<file path="src/sv/tws_ram.sv">
// Generic simple dual-port RAM with one write port and a registered read port.
`default_nettype none

module tws_ram #(
    parameter int WIDTH = 64,
    parameter int DEPTH = 64
) (
    input  wire logic                     clk,
    input  wire logic                     we,
    input  wire logic [$clog2(DEPTH)-1:0] waddr,
    input  wire logic [WIDTH-1:0]         wdata,
    input  wire logic [$clog2(DEPTH)-1:0] raddr,
    output logic      [WIDTH-1:0]         rdata
);

    logic [WIDTH-1:0] mem [DEPTH];

    // Write port and registered read port.
    always_ff @(posedge clk)
    begin
        if (we)
        begin
            mem[waddr] <= wdata;
        end
        rdata <= mem[raddr];
    end

endmodule

`default_nettype wire

</file>
<file path="config.mk">
export PLATFORM = sky130hd
export DESIGN_NAME = tws_ram
export DESIGN_NICKNAME = d
export VERILOG_FILES = /design/src/sv/tws_ram.sv
export SDC_FILE = /design/constraint.sdc
export NUM_CORES = 2
export LEC_CHECK = 0
export ABC_CLOCK_PERIOD_IN_PS = 7500
export BUFFER_PORTS_ARGS = -buffer_cell sky130_fd_sc_hd__buf_2
export CORE_UTILIZATION = 60
export DETAILED_ROUTE_END_ITERATION = 10
export GPL_TIMING_DRIVEN = 0
export PLACE_DENSITY = 0.73
export SLEW_MARGIN = 0
export SYNTH_ARGS = -nofsm -noshare
export SYNTH_HDL_FRONTEND = slang
export SYNTH_SLANG_ARGS = --single-unit
</file>
<file path="constraint.sdc">
create_clock -name clk -period 7.5 [get_ports clk]
set_input_delay 0.75 -clock clk [delete_from_list [all_inputs] [get_ports clk]]
set_output_delay 0.75 -clock clk [all_outputs]
set_load 0.01 [all_outputs]
</file>
==> flow_summary.yaml <==
setup_path:
  reg2reg_slack_ps: 4480
  worstPathArrival_ps: 5020
  worstSetupPathType: "primary input to register"
  required_ps: 8320
  cp-start-kind: "primary input"
  cp-startpoint: "raddr[1]"
  worstReg2RegEnd: "rdata[31]"
  critPathMaxFanout: 10
  endpoint_kind: "register"
  rr_worst_depth: 5
  r2r_start: "mem[55][31]"
global_route:
  antenna_found_initial: 38
  grt_usage_pct: 32.19
  grt_max_degree: 65
  grt_pass1_wl_mm: 586.0
  grt_pass1_vias: 77740
  grt_overflow: 0
hold_path:
  min_from: "wdata[15]"
  hp-class: "primary input to register"
  holdPathEnd: "mem[0][15]"
  hold_depth: 1
place:
  dp_hpwl_mm: 267.3
  gp_congestion: 0.8539
  place_inst: 10310
  dp_slack_ps: 2615
  port_buffers: 133
logic_synthesis:
  syn_inst: 6598
  async_flop_share_pct: 0
  synth-seq-cells: 4160
  synth_warnings: 0
  synth_nets: 6676
  avgSynthCellArea_um2: 23.70
  syn_area_um2: 156300
  synth_cell_types: 33
  ys_seq_area_share_pct: 79.49
  ys.flop_type: "edfxtp_1"
  synth_enable_flop_cells: 4096
floorplan:
  rows: 187
  die_h_um: 512.5
  dieArea_um2: 262600
  io_pins: 142
  start_util_pct: 60.31
  die_w_um: 512.5
  core-area_um2: 259200
pwr:
  p_sw_uw: 10270
  p_comb_share_pct: 5.2
  powerDensity_nw_per_um2: 270.3
  p_leak_uw: 0.05579
  seqPwrFrac_pct: 53.6
  p_int_uw: 37830
  p_total_uw: 48100
  switching_share_pct: 21.35
  vdd.ir_drop.worst_mv: 0.2351
  power_frac_clock_pct: 41.1
clock_tree:
  post_cts_buffers: 0
  clk_latency_ps: 930
  cts_sinks: 4160
  clk_path_buf_depth: 4
  hold_buffers: 0
  htreeDepth: 5
  cts_resized: 0
  root_buffer: "clkbuf_16"
  clk_transition_reported_paths_ps: 60
  cts_buffers: 397
  cts_tree: "done"
detailed_routing:
  first_iter_violations: 12930
  firstDrtPassIters: 7
  wl_per_cell_um: 38.01
  postRouteWirelength_mm: 420.0
  vias: 77890
  ant_nets: 0
  drc: 0
  via_per_inst: 7.050
layout:
  drive_gt1_share_pct: 28.77
  post-route-util_pct: 68.66
  multi_input_area_um2: 30700
  nets: 7384
  areaGrowthSynthToFinish_pct: 13.84
  regArea_um2: 124300
  final_cells: 11050
  num-fill-cells: 14930
timing:
  holdWs_ps: 470.5
  fmax_ghz: 0.2376
  finalCritPeriodShare_pct: 56.11
  finalSetupViolations: 0
  slew_headroom_pct: 1.600
  slew_viol_final: 0
  finalWorstSetupSlack_ps: 3292
  fin_worst_skew_ps: 49.83
  rsz0062_at_grt: "false"
  hold_viol: 0
  tightest_slew_ps: 1476
  fin_crit_ps: 4208
run_status:
  outcome: "finished clean"
flow_run:
  cap_violations: 0
[cells in the final DEF (no fill, tap or decap), types with 21 or more instances in the layout]
cell type / n
edfxtp_1: 4096
mux4_2: 1024
clkbuf_16: 409
buf_2: 301
clkbuf_1: 231
a22oi_1: 168
buf_12: 143
mux2i_1: 135
a22o_1: 88
o22ai_1: 83
clkinv_1: 72
clkinv_2: 68
and3_1: 64
dfxtp_1: 64
a211oi_1: 63
nor2_4: 62
nand2_1: 58
nor2_1: 49
nand3_1: 45
o221ai_1: 38
buf_4: 37
bufinv_16: 33
or3_1: 29
or2_2: 28
nor2b_1: 28
a41oi_1: 26
buf_6: 23
diode_2: 21
[synth_stat cells, types with 3 or more instances]
cell type,instances,share of area (%)
clkbuf_1,140,0.34
or3_1,29,0.12
buf_4,34,0.16
and2_1,3,0.012
or2_2,28,0.11
buf_1,20,0.048
a2bb2oi_1,19,0.11
o22ai_1,83,0.33
nand3_1,45,0.14
a22oi_1,168,0.81
a41oi_1,26,0.15
a31oi_1,18,0.072
buf_2,170,0.54
mux4_2,1024,15
nor2b_1,28,0.11
buf_6,6,0.043
dfxtp_1,64,0.82
mux2i_1,135,0.86
inv_1,19,0.046
a22o_1,88,0.49
nand2_1,58,0.14
o221ai_1,38,0.21
edfxtp_1,4096,79
nor2_1,112,0.27
and3_1,64,0.26
nand2b_1,11,0.044
a211oi_1,63,0.30
[per-layer routing]
metal	GRT usage [%]	wire length (um)	share of wire [%]	vias up
met5	0	114	0.027	-
met4	13.96	20620	4.9	16
met3	8.289	53960	13	990
met2	49.82	198200	47	5957
met1	44.00	147100	35	41000
li1	-	-	-	29930
[critical path: stages]
cell and delay, ps:
buf_4 260, buf_4 340, buf_2 500, buf_2 620
clkbuf_1 600, a211oi_1 320, o22ai_1 1180, and3_1 400
[stage by stage]
step / area [um2] / TNS (ps)
after floorplan: 156300 / 0
after global placement: 161300 / -2926380
after detailed placement: 165200 / 0
after CTS: 177900 / 0
after global routing: 177900 / 0
final: 178000 / 0
[power groups by stage]
stage	Combinational (uW)	Clock (uW)	Sequential, uW
final	2510	19800	25800
after global routing	2580	20700	25800
after CTS	2460	19800	25800
after detailed placement	2440	0	26300
after global placement	2340	0	26300
after floorplan	1200	0	26300
[flip-flops by register name, summed over array words and instances, names as in the netlist]
name   cells
mem     4096
rdata     64
[cells by family after synthesis]
kind of cell	Yosys count	synth area share, %
compound gates	504	2.477
buf+inv	389	1.180
flops	4160	79.49
mux	1159	15.61
simple gates	386	1.240
[layout make-up]
cell class	instances	share of cell area, %
Sequential cell	4160	69.83
Multi-Input combinational cell	2049	17.25
Clock buffer	520	6.063
Tap cell	3402	2.392
Timing Repair Buffer	309	2.342
Clock inverter	199	1.057
Buffer	370	1.002
Inverter	19	0.04007
Antenna cell	21	0.02953
[worst max path at each step]
stage / endpoint / slack (ps) / cells after the start
3_3_place_gp: mem[49][36] / -4720 / 4
3_5_place_dp: rdata[31] / 2610 / 8
2_1_floorplan: mem[48][0] / 1310 / 4
4_1_cts: rdata[31] / 3550 / 8
6_report: rdata[34] / 3290 / 8
5_1_grt: rdata[58] / 3370 / 9
Power figures use the tool's default switching activity.
